`src/hw/rtl/infix_to_postfix_converter_core_macros.svh`:
```
// assertion macros shared by the converter rtl
// each check is clocked on aclk and held off while aresetn is low
`ifndef INFIX_TO_POSTFIX_CONVERTER_CORE_MACROS_SVH
`define INFIX_TO_POSTFIX_CONVERTER_CORE_MACROS_SVH

// condition holds on every cycle out of reset
`define IP2P_CHECK(lbl, cond, msg) \
    lbl: assert property (@(posedge aclk) disable iff (!aresetn) (cond)) else $error(msg);

// same-cycle implication
`define IP2P_CHECK_IMPL(lbl, ante, cons, msg) \
    lbl: assert property (@(posedge aclk) disable iff (!aresetn) (ante) |-> (cons)) else $error(msg);

// next-cycle implication
`define IP2P_CHECK_NEXT(lbl, ante, cons, msg) \
    lbl: assert property (@(posedge aclk) disable iff (!aresetn) (ante) |=> (cons)) else $error(msg);

`endif

```
`src/hw/rtl/ip2p_pkg.sv`:
```
// ----------------------------------------------------------------------------
// ip2p_pkg
// shared types, character codes and precedence lookup for the converter
// ----------------------------------------------------------------------------
package ip2p_pkg;

    localparam int STACK_DEPTH = 32;
    localparam int SIDX_W      = $clog2(STACK_DEPTH);
    localparam int SCNT_W      = $clog2(STACK_DEPTH + 1);

    localparam int FIFO_DEPTH  = 2;
    localparam int FPTR_W      = $clog2(FIFO_DEPTH);
    localparam int FCNT_W      = $clog2(FIFO_DEPTH + 1);

    localparam logic [7:0] CH_CARET  = 8'h5E;
    localparam logic [7:0] CH_STAR   = 8'h2A;
    localparam logic [7:0] CH_SLASH  = 8'h2F;
    localparam logic [7:0] CH_PLUS   = 8'h2B;
    localparam logic [7:0] CH_MINUS  = 8'h2D;
    localparam logic [7:0] CH_LPAREN = 8'h28;
    localparam logic [7:0] CH_RPAREN = 8'h29;

    typedef logic [1:0] prec_t;

    localparam prec_t PREC_NONE = 2'd0;
    localparam prec_t PREC_ADD  = 2'd1;
    localparam prec_t PREC_MUL  = 2'd2;
    localparam prec_t PREC_POW  = 2'd3;

    typedef enum logic [1:0] {
        CLS_OPERAND,
        CLS_OPEN,
        CLS_CLOSE,
        CLS_OPER
    } sym_class_t;

    typedef struct packed {
        logic [7:0] symbol;
        logic       end_of_expr;
    } s_word_t;

    typedef struct packed {
        logic [7:0] out_symbol;
        logic       symbol_valid;
        logic       last_of_expr;
        logic       error;
    } m_word_t;

    typedef struct packed {
        logic [7:0] symbol;
        sym_class_t cls;
        prec_t      prec;
        logic       last;
    } cls_item_t;

    function automatic prec_t prec_of(input logic [7:0] c);
        prec_t p;
        case (c)
            CH_CARET:          p = PREC_POW;
            CH_STAR, CH_SLASH: p = PREC_MUL;
            CH_PLUS, CH_MINUS: p = PREC_ADD;
            default:           p = PREC_NONE;
        endcase
        return p;
    endfunction

endpackage

```
`src/hw/rtl/infix_to_postfix_converter_core.sv`:
```
// ----------------------------------------------------------------------------
// infix_to_postfix_converter_core
// shunting-yard infix to postfix converter, one character per input word
// ----------------------------------------------------------------------------
// Feed one ASCII character of an infix expression per input word and set
// end_of_expr on its last character; postfix characters come out one per
// output word, the final word of an expression carrying last_of_expr (an
// expression that yields nothing gives one word with symbol_valid low and
// out_symbol zero). Operands pass straight through, parentheses group, and
// ^ (highest), * / and + - (lowest) all associate to the left. A close paren
// without its open paren, or a push onto a full 32-entry stack, raises error on
// every word of that character and of the rest of the expression; the flag and
// the stack clear at the end of each expression. A 2-entry queue lets
// the input side keep taking words while the stack engine works. The engine
// picks up a character and then pops or emits one entry per cycle while the
// output is free: an operand is emitted, '(' is pushed, an operator first pops
// the stacked operators of equal or higher rank and ')' those down to its '(',
// and an end-of-expression character then flushes the stack and sends the
// closing word. Output backpressure holds the emits.
// ----------------------------------------------------------------------------
module infix_to_postfix_converter_core (
    input  logic              aclk,
    input  logic              aresetn,
    // input character words
    input  logic              s_valid,
    output logic              s_ready,
    input  ip2p_pkg::s_word_t s_word,
    // postfix result words
    output logic              m_valid,
    input  logic              m_ready,
    output ip2p_pkg::m_word_t m_word
);
    import ip2p_pkg::*;

    // classified characters between the front and the stack engine
    logic      fifo_wr_en;
    cls_item_t fifo_wr_item;
    logic      fifo_full;
    logic      fifo_rd_en;
    logic      fifo_rd_valid;
    cls_item_t fifo_rd_item;

    // front: takes input words and tags each as operand, paren or operator
    ip2p_front u_front (
        .s_valid   (s_valid),
        .s_ready   (s_ready),
        .s_word    (s_word),
        .fifo_full (fifo_full),
        .wr_en     (fifo_wr_en),
        .wr_item   (fifo_wr_item)
    );

    // decoupling queue so the input side does not wait on long pop runs
    ip2p_fifo u_fifo (
        .aclk     (aclk),
        .aresetn  (aresetn),
        .wr_en    (fifo_wr_en),
        .wr_item  (fifo_wr_item),
        .full     (fifo_full),
        .rd_en    (fifo_rd_en),
        .rd_valid (fifo_rd_valid),
        .rd_item  (fifo_rd_item)
    );

    // back: operator stack, pops and flush, registered output word
    ip2p_back u_back (
        .aclk    (aclk),
        .aresetn (aresetn),
        .q_valid (fifo_rd_valid),
        .q_item  (fifo_rd_item),
        .q_pop   (fifo_rd_en),
        .m_valid (m_valid),
        .m_ready (m_ready),
        .m_word  (m_word)
    );

endmodule

```
`src/hw/rtl/ip2p_front.sv`:
```
// ----------------------------------------------------------------------------
// ip2p_front
// input word acceptance and character classification into the queue
// ----------------------------------------------------------------------------
module ip2p_front (
    input  logic                s_valid,
    output logic                s_ready,
    input  ip2p_pkg::s_word_t   s_word,
    input  logic                fifo_full,
    output logic                wr_en,
    output ip2p_pkg::cls_item_t wr_item
);
    import ip2p_pkg::*;

    prec_t p;

    assign s_ready = !fifo_full;
    assign wr_en   = s_valid && !fifo_full;
    assign p       = prec_of(s_word.symbol);

    always_comb begin
        wr_item.symbol = s_word.symbol;
        wr_item.prec   = p;
        wr_item.last   = s_word.end_of_expr;
        if (s_word.symbol == CH_LPAREN) begin
            wr_item.cls = CLS_OPEN;
        end else if (s_word.symbol == CH_RPAREN) begin
            wr_item.cls = CLS_CLOSE;
        end else if (p != PREC_NONE) begin
            wr_item.cls = CLS_OPER;
        end else begin
            wr_item.cls = CLS_OPERAND;
        end
    end

endmodule

```
`src/hw/rtl/ip2p_fifo.sv`:
```
// ----------------------------------------------------------------------------
// ip2p_fifo
// short queue of classified characters between front and back
// ----------------------------------------------------------------------------
`include "infix_to_postfix_converter_core_macros.svh"

module ip2p_fifo (
    input  logic                aclk,
    input  logic                aresetn,
    input  logic                wr_en,
    input  ip2p_pkg::cls_item_t wr_item,
    output logic                full,
    input  logic                rd_en,
    output logic                rd_valid,
    output ip2p_pkg::cls_item_t rd_item
);
    import ip2p_pkg::*;

    cls_item_t         mem_reg [FIFO_DEPTH];
    logic [FPTR_W-1:0] wr_ptr_reg, wr_ptr_next;
    logic [FPTR_W-1:0] rd_ptr_reg, rd_ptr_next;
    logic [FCNT_W-1:0] cnt_reg,    cnt_next;

    assign full     = (cnt_reg == FCNT_W'(FIFO_DEPTH));
    assign rd_valid = (cnt_reg != '0);
    assign rd_item  = mem_reg[rd_ptr_reg];

    always_comb begin
        wr_ptr_next = wr_en ? wr_ptr_reg + FPTR_W'(1) : wr_ptr_reg;
        rd_ptr_next = rd_en ? rd_ptr_reg + FPTR_W'(1) : rd_ptr_reg;
        cnt_next    = cnt_reg;
        if (wr_en && !rd_en) begin
            cnt_next = cnt_reg + FCNT_W'(1);
        end else if (!wr_en && rd_en) begin
            cnt_next = cnt_reg - FCNT_W'(1);
        end
    end

    always_ff @(posedge aclk) begin
        if (!aresetn) begin
            wr_ptr_reg <= '0;
            rd_ptr_reg <= '0;
            cnt_reg    <= '0;
        end else begin
            wr_ptr_reg <= wr_ptr_next;
            rd_ptr_reg <= rd_ptr_next;
            cnt_reg    <= cnt_next;
        end
    end

    always_ff @(posedge aclk) begin
        if (wr_en) begin
            mem_reg[wr_ptr_reg] <= wr_item;
        end
    end

    `IP2P_CHECK_IMPL(a_no_write_when_full, wr_en, !full, "queue written while full")
    `IP2P_CHECK_IMPL(a_no_read_when_empty, rd_en, rd_valid, "queue read while empty")

endmodule

```
`src/hw/rtl/ip2p_back.sv`:
```
// ----------------------------------------------------------------------------
// ip2p_back
// operator stack engine and output word register
// ----------------------------------------------------------------------------
`include "infix_to_postfix_converter_core_macros.svh"

module ip2p_back (
    input  logic                aclk,
    input  logic                aresetn,
    input  logic                q_valid,
    input  ip2p_pkg::cls_item_t q_item,
    output logic                q_pop,
    output logic                m_valid,
    input  logic                m_ready,
    output ip2p_pkg::m_word_t   m_word
);
    import ip2p_pkg::*;

    typedef enum logic [1:0] {
        ST_IDLE,
        ST_WORK,
        ST_FLUSH
    } state_t;

    state_t            state_reg, state_next;
    cls_item_t         cur_reg, cur_next;
    logic [SCNT_W-1:0] cnt_reg, cnt_next;
    logic [SCNT_W-1:0] open_reg, open_next;
    logic              err_reg, err_next;
    logic              pend_valid_reg, pend_valid_next;
    logic [7:0]        pend_sym_reg, pend_sym_next;
    logic              out_valid_reg, out_valid_next;
    m_word_t           out_word_reg, out_word_next;

    logic [7:0]        stack_mem [STACK_DEPTH];
    logic              stack_we;
    logic [SIDX_W-1:0] stack_widx;

    logic [SCNT_W-1:0] cnt_dec;
    logic [SIDX_W-1:0] top_idx;
    logic [7:0]        top_sym;
    prec_t             top_prec;
    logic              stack_empty;
    logic              stack_full;
    logic              out_free;
    logic              do_emit;
    logic [7:0]        emit_sym;

    assign cnt_dec     = cnt_reg - SCNT_W'(1);
    assign top_idx     = cnt_dec[SIDX_W-1:0];
    assign top_sym     = stack_mem[top_idx];
    assign top_prec    = prec_of(top_sym);
    assign stack_empty = (cnt_reg == '0);
    assign stack_full  = (cnt_reg == SCNT_W'(STACK_DEPTH));
    assign out_free    = !out_valid_reg || m_ready;
    assign stack_widx  = cnt_reg[SIDX_W-1:0];

    assign m_valid = out_valid_reg;
    assign m_word  = out_word_reg;

    always_comb begin
        state_next      = state_reg;
        cur_next        = cur_reg;
        cnt_next        = cnt_reg;
        open_next       = open_reg;
        err_next        = err_reg;
        pend_valid_next = pend_valid_reg;
        pend_sym_next   = pend_sym_reg;
        out_word_next   = out_word_reg;
        out_valid_next  = out_valid_reg && !m_ready;
        q_pop           = 1'b0;
        stack_we        = 1'b0;
        do_emit         = 1'b0;
        emit_sym        = top_sym;

        case (state_reg)
            ST_IDLE: begin
                if (q_valid) begin
                    q_pop      = 1'b1;
                    cur_next   = q_item;
                    state_next = ST_WORK;
                    // a close paren with nothing open is known bad before any pop
                    if (q_item.cls == CLS_CLOSE && open_reg == '0) begin
                        err_next = 1'b1;
                    end
                end
            end
            ST_WORK: begin
                case (cur_reg.cls)
                    CLS_OPERAND: begin
                        if (out_free) begin
                            do_emit    = 1'b1;
                            emit_sym   = cur_reg.symbol;
                            state_next = cur_reg.last ? ST_FLUSH : ST_IDLE;
                        end
                    end
                    CLS_OPEN: begin
                        if (stack_full) begin
                            err_next = 1'b1;
                        end else begin
                            stack_we  = 1'b1;
                            cnt_next  = cnt_reg + SCNT_W'(1);
                            open_next = open_reg + SCNT_W'(1);
                        end
                        state_next = cur_reg.last ? ST_FLUSH : ST_IDLE;
                    end
                    CLS_CLOSE: begin
                        if (stack_empty) begin
                            state_next = cur_reg.last ? ST_FLUSH : ST_IDLE;
                        end else if (top_sym == CH_LPAREN) begin
                            cnt_next   = cnt_dec;
                            open_next  = open_reg - SCNT_W'(1);
                            state_next = cur_reg.last ? ST_FLUSH : ST_IDLE;
                        end else if (out_free) begin
                            do_emit  = 1'b1;
                            cnt_next = cnt_dec;
                        end
                    end
                    CLS_OPER: begin
                        if (!stack_empty && top_prec >= cur_reg.prec) begin
                            if (out_free) begin
                                do_emit  = 1'b1;
                                cnt_next = cnt_dec;
                            end
                        end else begin
                            if (stack_full) begin
                                err_next = 1'b1;
                            end else begin
                                stack_we = 1'b1;
                                cnt_next = cnt_reg + SCNT_W'(1);
                            end
                            state_next = cur_reg.last ? ST_FLUSH : ST_IDLE;
                        end
                    end
                    default: begin
                        state_next = ST_IDLE;
                    end
                endcase
            end
            ST_FLUSH: begin
                if (out_free) begin
                    if (!stack_empty) begin
                        do_emit  = 1'b1;
                        cnt_next = cnt_dec;
                        // a leftover open paren leaves the open count as well
                        if (top_sym == CH_LPAREN) begin
                            open_next = open_reg - SCNT_W'(1);
                        end
                    end else begin
                        // held-back word goes out flagged last, or the empty marker
                        out_valid_next = 1'b1;
                        if (pend_valid_reg) begin
                            out_word_next = '{pend_sym_reg, 1'b1, 1'b1, err_reg};
                        end else begin
                            out_word_next = '{8'h00, 1'b0, 1'b1, err_reg};
                        end
                        pend_valid_next = 1'b0;
                        err_next        = 1'b0;
                        cnt_next        = '0;
                        open_next       = '0;
                        state_next      = ST_IDLE;
                    end
                end
            end
            default: begin
                state_next = ST_IDLE;
            end
        endcase

        // on a final character each word is held back until the next one, so the last one can be flagged
        if (do_emit) begin
            if (cur_reg.last) begin
                pend_valid_next = 1'b1;
                pend_sym_next   = emit_sym;
                if (pend_valid_reg) begin
                    out_valid_next = 1'b1;
                    out_word_next  = '{pend_sym_reg, 1'b1, 1'b0, err_reg};
                end
            end else begin
                out_valid_next = 1'b1;
                out_word_next  = '{emit_sym, 1'b1, 1'b0, err_reg};
            end
        end
    end

    always_ff @(posedge aclk) begin
        if (!aresetn) begin
            state_reg      <= ST_IDLE;
            cnt_reg        <= '0;
            open_reg       <= '0;
            err_reg        <= 1'b0;
            pend_valid_reg <= 1'b0;
            out_valid_reg  <= 1'b0;
        end else begin
            state_reg      <= state_next;
            cnt_reg        <= cnt_next;
            open_reg       <= open_next;
            err_reg        <= err_next;
            pend_valid_reg <= pend_valid_next;
            out_valid_reg  <= out_valid_next;
        end
        cur_reg      <= cur_next;
        pend_sym_reg <= pend_sym_next;
        out_word_reg <= out_word_next;
    end

    always_ff @(posedge aclk) begin
        if (stack_we) begin
            stack_mem[stack_widx] <= cur_reg.symbol;
        end
    end

    `IP2P_CHECK(a_cnt_in_range, cnt_reg <= SCNT_W'(STACK_DEPTH), "stack count beyond depth")
    `IP2P_CHECK(a_open_le_cnt, open_reg <= cnt_reg, "open paren count exceeds stack count")
    `IP2P_CHECK_NEXT(a_flush_clears,
        state_reg == ST_FLUSH && out_free && stack_empty,
        cnt_reg == '0 && !err_reg && !pend_valid_reg && state_reg == ST_IDLE,
        "expression end did not leave a clean state")

endmodule

```
`config.mk`:
```
export PLATFORM = sky130hd
export DESIGN_NAME = infix_to_postfix_converter_core
export DESIGN_NICKNAME = d
export VERILOG_FILES = /design/src/hw/rtl/ip2p_pkg.sv /design/src/hw/rtl/infix_to_postfix_converter_core.sv /design/src/hw/rtl/ip2p_front.sv /design/src/hw/rtl/ip2p_fifo.sv /design/src/hw/rtl/ip2p_back.sv
export VERILOG_INCLUDE_DIRS = /design/src /design/src/hw/rtl
export SDC_FILE = /design/constraint.sdc
export NUM_CORES = 1
export LEC_CHECK = 0
export ABC_AREA = 1
export BUFFER_PORTS_ARGS = -buffer_cell sky130_fd_sc_hd__clkbuf_2
export CAP_MARGIN = 20
export CORE_MARGIN = 4
export CORE_UTILIZATION = 55
export CTS_CLUSTER_SIZE = 28
export DETAILED_ROUTE_END_ITERATION = 12
export PLACE_DENSITY = 0.71
export SYNTH_ARGS = -nofsm -noshare
export SYNTH_HDL_FRONTEND = slang
export SYNTH_SLANG_ARGS = --single-unit
```
`constraint.sdc`:
```
create_clock -name aclk -period 7.57 [get_ports aclk]
set_input_delay 1.514 -clock aclk [delete_from_list [all_inputs] [get_ports aclk]]
set_output_delay 1.514 -clock aclk [all_outputs]
set_load 0.02 [all_outputs]
```
==> out/results.ini, run 1 <==
[status]
outcome = finished clean

[worst_setup_path]
cp_top_family = simple AND/OR/NAND/NOR gates
regToRegSetupSlack_ns = 1.22
worstPathRequired_ns = 7.72
worstSetupPathType = reg -> reg
cp_num_buf_inv = 4
startpoint_type = register
crit_path_cell_trace = clkinv_2, buf_4, ha_2, buf_4, nand3_1, nand3_1, nand3_1, nand2_1, nand2_1, nand2_1, inv_1, nor2_1, a22oi_1, o32ai_1, ha_1, o21ai_0, nand2_1, nand2_1, nor2_1, nor3_1, nand2_1, nor2_1
cp_data_arrival_time_ns = 6.50
crit_slowest_cell = dfxtp_4
crit_fanout = 79
critPathMostFrequentCell = nand2_1
cpPeakStageDelay_ns = 0.76
cp-end-kind = register

[detailed_routing]
ant_nets = 0
wl_per_cell_microns = 18.9
vias = 10972
totalWireLength_mm = 36.9
drc_errors = 0
dr.pass1.iters = 6
vias_per_cell = 5.63
dr.first_iter.drc_count = 1414

[clock_network]
holdBufCountCts = 0
cts.repair.resized = 0
clk_latency_ns = 0.53
cts_setup_buffers = 0
clockRootBuffer = clkbuf_16
clk_pin_slew_ns = 0.07
htree_num_levels = 2
cts_buffers = 37
numClockSinks = 336
cts_tree = done
cts.path.max_buffers = 3

[timing]
maxSlewViolCount = 0
skew_ns = 0.0290
period_minus_slack_ns = 6.35
fmax_ghz = 0.158
worstMarginPinSlew_ns = 1.07
rsz0062_at_grt = false
setup_viol = 0
fin_crit_sh_pct = 83.9
hold_viol_final = 0
tns_ns = 0
slew_headroom_pct = 28.6

[finish]
drive_gt1_share_pct = 8.88
largest_reg_flops = 256
antenna_cells = 0
fin_cells = 1948
final_area_sq_um = 16800
area_growth_syn_to_layout_pct = 10.2
fin_nets = 1576

[global_route]
gr-usage-met1_pct = 35.2
grt_pass1_vias = 10424
use_met3_pct = 3.09
antenna_found_initial = 0
gr-total-overflow = 0
use_met2_pct = 37.5
grt_pass1_wl_mm = 57.2
globalRouteTotalUtil_pct = 23.8
busiest_layer = met2
grt_max_degree = 82

[logic_synthesis]
yosysSeqAreaShare_pct = 63.9
synth_xor_area_share_pct = 0.729
synth_cells = 1535
synth_area_sq_um = 15300
synth_warnings = 0
muxShareOfSynthArea_pct = 0.885
avgSynthCellArea_sq_um = 9.95
syn_nets = 1562
dominantRegCellSynth = edfxtp_1
synthAdderAreaFrac_pct = 1.15
ys_ff_latch = 336
synth_cell_types = 44
synth_top_family_by_area = simple AND/OR/NAND/NOR gates
synth_simple_gate_area_share_pct = 22.7
async_flop_share_pct = 0
synth_edf_count = 303
synth_compound_area_share_pct = 5.19

[die]
start_util_pct = 56.4
rows = 60
die_h_microns = 175
core-area_sq_um = 27100
io_pins = 26
die_w_microns = 175
dieArea_sq_um = 30500

[place]
hpwl_mm = 22.9
placed_area_sq_um = 15700
io_buffers = 25
dp.cells = 1882
gp_congestion = 0.924

[worst_hold_path]
hold_class = reg -> reg

[job]
maxCapViolCount = 0

[power]
powerDensity_nw_per_um2 = 442
vdd_drop_max_mv = 0.265
p_total_mw = 7.44
power.leakage_nw = 6.61

[synthesized netlist by cell type, types with 2 or more instances]
cell | number | area [sq um]
buf_2 | 31 | 155
nor2_1 | 87 | 327
dfxtp_1 | 33 | 661
o211ai_1 | 3 | 22.5
buf_6 | 6 | 67.6
inv_2 | 5 | 18.8
nand3_1 | 219 | 1100
nor3_1 | 9 | 45.0
o21ai_1 | 6 | 30.0
o21bai_1 | 3 | 22.5
mux2_2 | 12 | 135
clkbuf_1 | 24 | 90.1
a21boi_0 | 2 | 15.0
nand2_4 | 2 | 22.5
o221a_2 | 2 | 22.5
nand4_1 | 7 | 43.8
o21a_1 | 3 | 22.5
edfxtp_1 | 303 | 9100
ha_1 | 14 | 175
inv_1 | 125 | 469
o31ai_1 | 2 | 15.0
a31oi_1 | 4 | 25.0
o21ai_2 | 2 | 17.5
a21oi_1 | 34 | 170
a211oi_1 | 3 | 22.5
nand2_2 | 9 | 56.3
nand2_1 | 480 | 1800
xor2_1 | 9 | 78.8
o21ai_0 | 72 | 360
buf_1 | 6 | 22.5
o22ai_1 | 5 | 31.3
[final timing paths]
| path | from | end | depth (start not counted) |
|---|---|---|---|
| setup / recovery | u_back.cnt_reg[0] | u_back.stack_mem[5][5] | 22 |
| hold / removal | u_fifo.rd_ptr_reg | u_fifo.rd_ptr_reg | 1 |
| hold reg to reg | u_fifo.rd_ptr_reg | u_fifo.rd_ptr_reg | 1 |
| setup reg to reg | u_back.cnt_reg[0] | u_back.stack_mem[5][5] | 22 |
[metal layers]
| layer | routed length, microns | vias to the layer above |
|---|---|---|
| li1 | - | 5223 |
| met1 | 15800 | 5229 |
| met2 | 17000 | 447 |
| met3 | 3020 | 73 |
| met4 | 972 | 0 |
| met5 | 0 | - |
[where the power goes]
| part | switching, mW | internal (mW) |
|---|---|---|
| Combinational | 2.29 | 0.879 |
| Sequential | 0.180 | 2.39 |
| Clock | 0.706 | 0.999 |
| Total | 3.18 | 4.27 |
[placed cells by master (no fill, tap or decap), types with 4 or more instances in the layout]
master	synthesis	routed
dfxtp_1	33	32
clkbuf_2	0	25
a31oi_1	4	4
nand3_1	219	219
ha_1	14	13
nor2_1	87	87
clkinv_2	0	8
nand2_2	9	9
o22ai_1	5	5
clkbuf_16	0	37
nand4_1	7	7
nand2_1	480	480
inv_1	125	125
clkbuf_1	24	6
buf_4	1	16
clkinv_1	1	6
o21ai_1	6	6
xor2_1	9	9
mux2_2	12	12
edfxtp_1	303	303
o21ai_0	72	72
nor3_1	9	9
a21oi_1	34	34
inv_2	5	4
[through the flow]
stage | hold WS [ns] | setup WS, ns | util (%)
2_1_floorplan | 0.425 | 3.23 | -
3_3_place_gp | 0.432 | 1.41 | 57.7
3_5_place_dp | 0.447 | 1.27 | 57.8
4_1_cts | 0.453 | 1.27 | 62.1
5_1_grt | 0.466 | 0.607 | 62.1
6_report | 0.451 | 1.22 | 62.1
[layout make-up]
type                    count  area (sq um)
fillers                  2127         10300
flip-flops and latches    336          9760
multi-input cells        1000          4680
clock buffers              46           990
inverters                 131           493
well taps                 372           465
repair buffers             43           268
clock inverters            20           164
[kinds of logic after synthesis]
kind of cell,Yosys count
multiplexers,12
flip-flops,336
adder cells (fa/ha/maj),14
AND/OR/NAND/NOR,820
XOR/XNOR,11
AO/OA/AOI/OAI,143
buffers and inverters,199
Power figures use the tool's default switching activity.
==> run 2, diff against run 1 <==
--- a/config.mk
+++ b/config.mk
@@ -6,14 +6,14 @@
 export SDC_FILE = /design/constraint.sdc
 export NUM_CORES = 1
 export LEC_CHECK = 0
-export ABC_AREA = 1
+export ABC_AREA = 0
 export BUFFER_PORTS_ARGS = -buffer_cell sky130_fd_sc_hd__clkbuf_2
 export CAP_MARGIN = 20
 export CORE_MARGIN = 4
 export CORE_UTILIZATION = 55
 export CTS_CLUSTER_SIZE = 28
 export DETAILED_ROUTE_END_ITERATION = 12
-export PLACE_DENSITY = 0.71
+export PLACE_DENSITY = 0.74
 export SYNTH_ARGS = -nofsm -noshare
 export SYNTH_HDL_FRONTEND = slang
 export SYNTH_SLANG_ARGS = --single-unit
==> constraint.sdc (replaced) <==
create_clock -name aclk -period 5.77 [get_ports aclk]
set_input_delay 1.154 -clock aclk [delete_from_list [all_inputs] [get_ports aclk]]
set_output_delay 1.154 -clock aclk [all_outputs]
set_load 0.02 [all_outputs]
==> out/results.ini, run 2 <==
[finish]
regArea_sq_um = 9760
multi_input_area_sq_um = 4740
antenna_cells = 0
largest_reg_flops = 256
drive_gt1_share_pct = 20.0
fillCellCount = 1865
final_common_cell = edfxtp_1
area_growth_syn_to_layout_pct = 13.4
fin_cells = 1498
fin_util_pct = 64.1
fin_nets = 1167
final_area_sq_um = 16800
layout_common_cells = edfxtp_1, nand2_1, nor2_1

[worst_setup_path]
cp-end-kind = register
worstSetupPathType = reg -> reg
startpoint_type = register
cp_data_arrival_time_ns = 5.72
crit_slowest_cell = ha_4
worstPathRequired_ns = 5.98
crit_fanout = 31
regToRegSetupSlack_ns = 0.26
critPathMostFrequentCell = buf_4
cpPeakStageDelay_ns = 0.48
crit_path_cell_trace = inv_1, buf_4, ha_4, buf_4, mux4_2, mux2_2, o2111ai_2, nand3b_4, inv_2, a32oi_1, or2_2, ha_1, nand2b_1, a21oi_1, or2_2, nor2_1, nor3_4, nand2_2, nor2_1, buf_4

[place]
place_ws_ns = -0.149
dp.cells = 1434
placed_area_sq_um = 15600
gp_congestion = 0.963
io_buffers = 25
hpwl_mm = 22.3

[status]
outcome = finished clean

[timing]
worstMarginPinSlew_ns = 0.993
skew_ns = 0.0272
period_minus_slack_ns = 5.51
fin_crit_sh_pct = 95.4
hold_slack_ns = 0.468
tns_ns = 0
maxSlewViolCount = 0
slew_headroom_pct = 33.6
setup_viol = 0
setup_ws_ns = 0.264
fmax_ghz = 0.182
hold_viol_final = 0

[clock_network]
numClockSinks = 336
clockRootBuffer = clkbuf_16
clk_latency_ns = 0.52
htree_num_levels = 2
clk_pin_slew_ns = 0.06
holdBufCountCts = 0
cts.path.max_buffers = 3
cts_tree = done
cts_buffers = 36

[logic_synthesis]
synth_warnings = 0
synth_edf_count = 303
synth_top_area_share_pct = 61.3
dominantRegCellSynth = edfxtp_1
ys_ff_latch = 336
yosys.area.top_type = edfxtp_1
synth_cells = 1066
synth_cell_types = 76
post-synth-top-count-cell = edfxtp_1
ys_top_cells_by_count = edfxtp_1, nand2_1, nor2_1
syn_nets = 1093
async_flop_share_pct = 0
ys_top_cells_by_area = edfxtp_1, mux4_2, dfxtp_1
yosysSeqAreaShare_pct = 65.7
avgSynthCellArea_sq_um = 13.9
synth_area_sq_um = 14900

[global_route]
grt_max_degree = 60
globalRouteTotalUtil_pct = 23.7
gr-total-overflow = 0
antenna_found_initial = 0
grt_pass1_vias = 9414
grt_pass1_wl_mm = 53.9

[power]
powerDensity_nw_per_um2 = 592
vdd_drop_max_mv = 0.488
p_total_mw = 9.97
power.leakage_nw = 5.74

[detailed_routing]
vias_per_cell = 6.36
ant_nets = 0
wl_per_cell_microns = 23.4
totalWireLength_mm = 35.1
drc_errors = 0
vias = 9521
dr.first_iter.drc_count = 1267
dr.pass1.iters = 5

[die]
io_pins = 26
die_w_microns = 172
rows = 59
start_util_pct = 56.5
dieArea_sq_um = 29700
core-area_sq_um = 26300
die_h_microns = 172

[job]
maxCapViolCount = 0

[worst_hold_path]
hold_class = reg -> reg

[run 2: changes by cell type after synthesis, moves of 13 or more]
cell and delta:
nand3_1 -180, buf_2 -18, mux2i_1 +47, nand2b_1 +13
nand2_1 -352, o211ai_1 +20, o21ai_0 -28, mux4_2 +36
inv_1 -108
[run 2: worst paths after layout]
kind	from	end	depth (start not counted)
setup reg to reg	u_back.cnt_reg[0]	u_back.stack_mem[14][0]	20
setup / recovery	u_back.cnt_reg[0]	u_back.stack_mem[14][0]	20
hold / removal	u_back.m_word[1]	u_back.m_word[1]	1
hold reg to reg	u_back.m_word[1]	u_back.m_word[1]	1
[run 2: metal layers]
layer / track usage [%] / part of all wire [%] / vias to the layer above
met5: 0 / 0 / -
met3: 4.25 / 8.9 / 86
li1: - / - / 4253
met4: 7.93 / 3.2 / 0
met2: 38.5 / 48 / 484
met1: 33.0 / 40 / 4698
[run 2: cell type report]
type,count,area share [%]
repair buffers,98,4.27
inverters,20,0.446
flip-flops and latches,336,58.0
multi-input cells,648,28.1
clock inverters,20,1.22
well taps,335,2.49
clock buffers,41,5.46
[run 2: cells by family after synthesis]
kind of cell | count (synthesis) | synth area share [%]
AO/OA/AOI/OAI | 179 | 8.57
XOR/XNOR | 19 | 1.17
buffers and inverters | 82 | 2.79
flip-flops | 336 | 65.7
AND/OR/NAND/NOR | 334 | 10.5
multiplexers | 102 | 10.1
adder cells (fa/ha/maj) | 14 | 1.18
[run 2: repair_timing]
action,in CTS,in global routing
gates cloned,0,1
buffers inserted,0,0
setup endpoints to repair,256,269
gates resized for setup,3,7
[run 2: power breakdown]
part | leakage (nW) | switching [mW] | internal [mW]
Sequential | 3.01 | 0.187 | 3.13
Clock | 0.546 | 0.902 | 1.29
Combinational | 2.18 | 2.81 | 1.65
[run 2: worst max-delay path, delay by kind of cell (launching register included)]
kind	cells	cell delay (ns)
simple gates	8	1.67
buf+inv	5	1.05
fa+ha+maj	2	0.75
mux	2	0.72
compound gates	3	0.66
flops	1	0.34
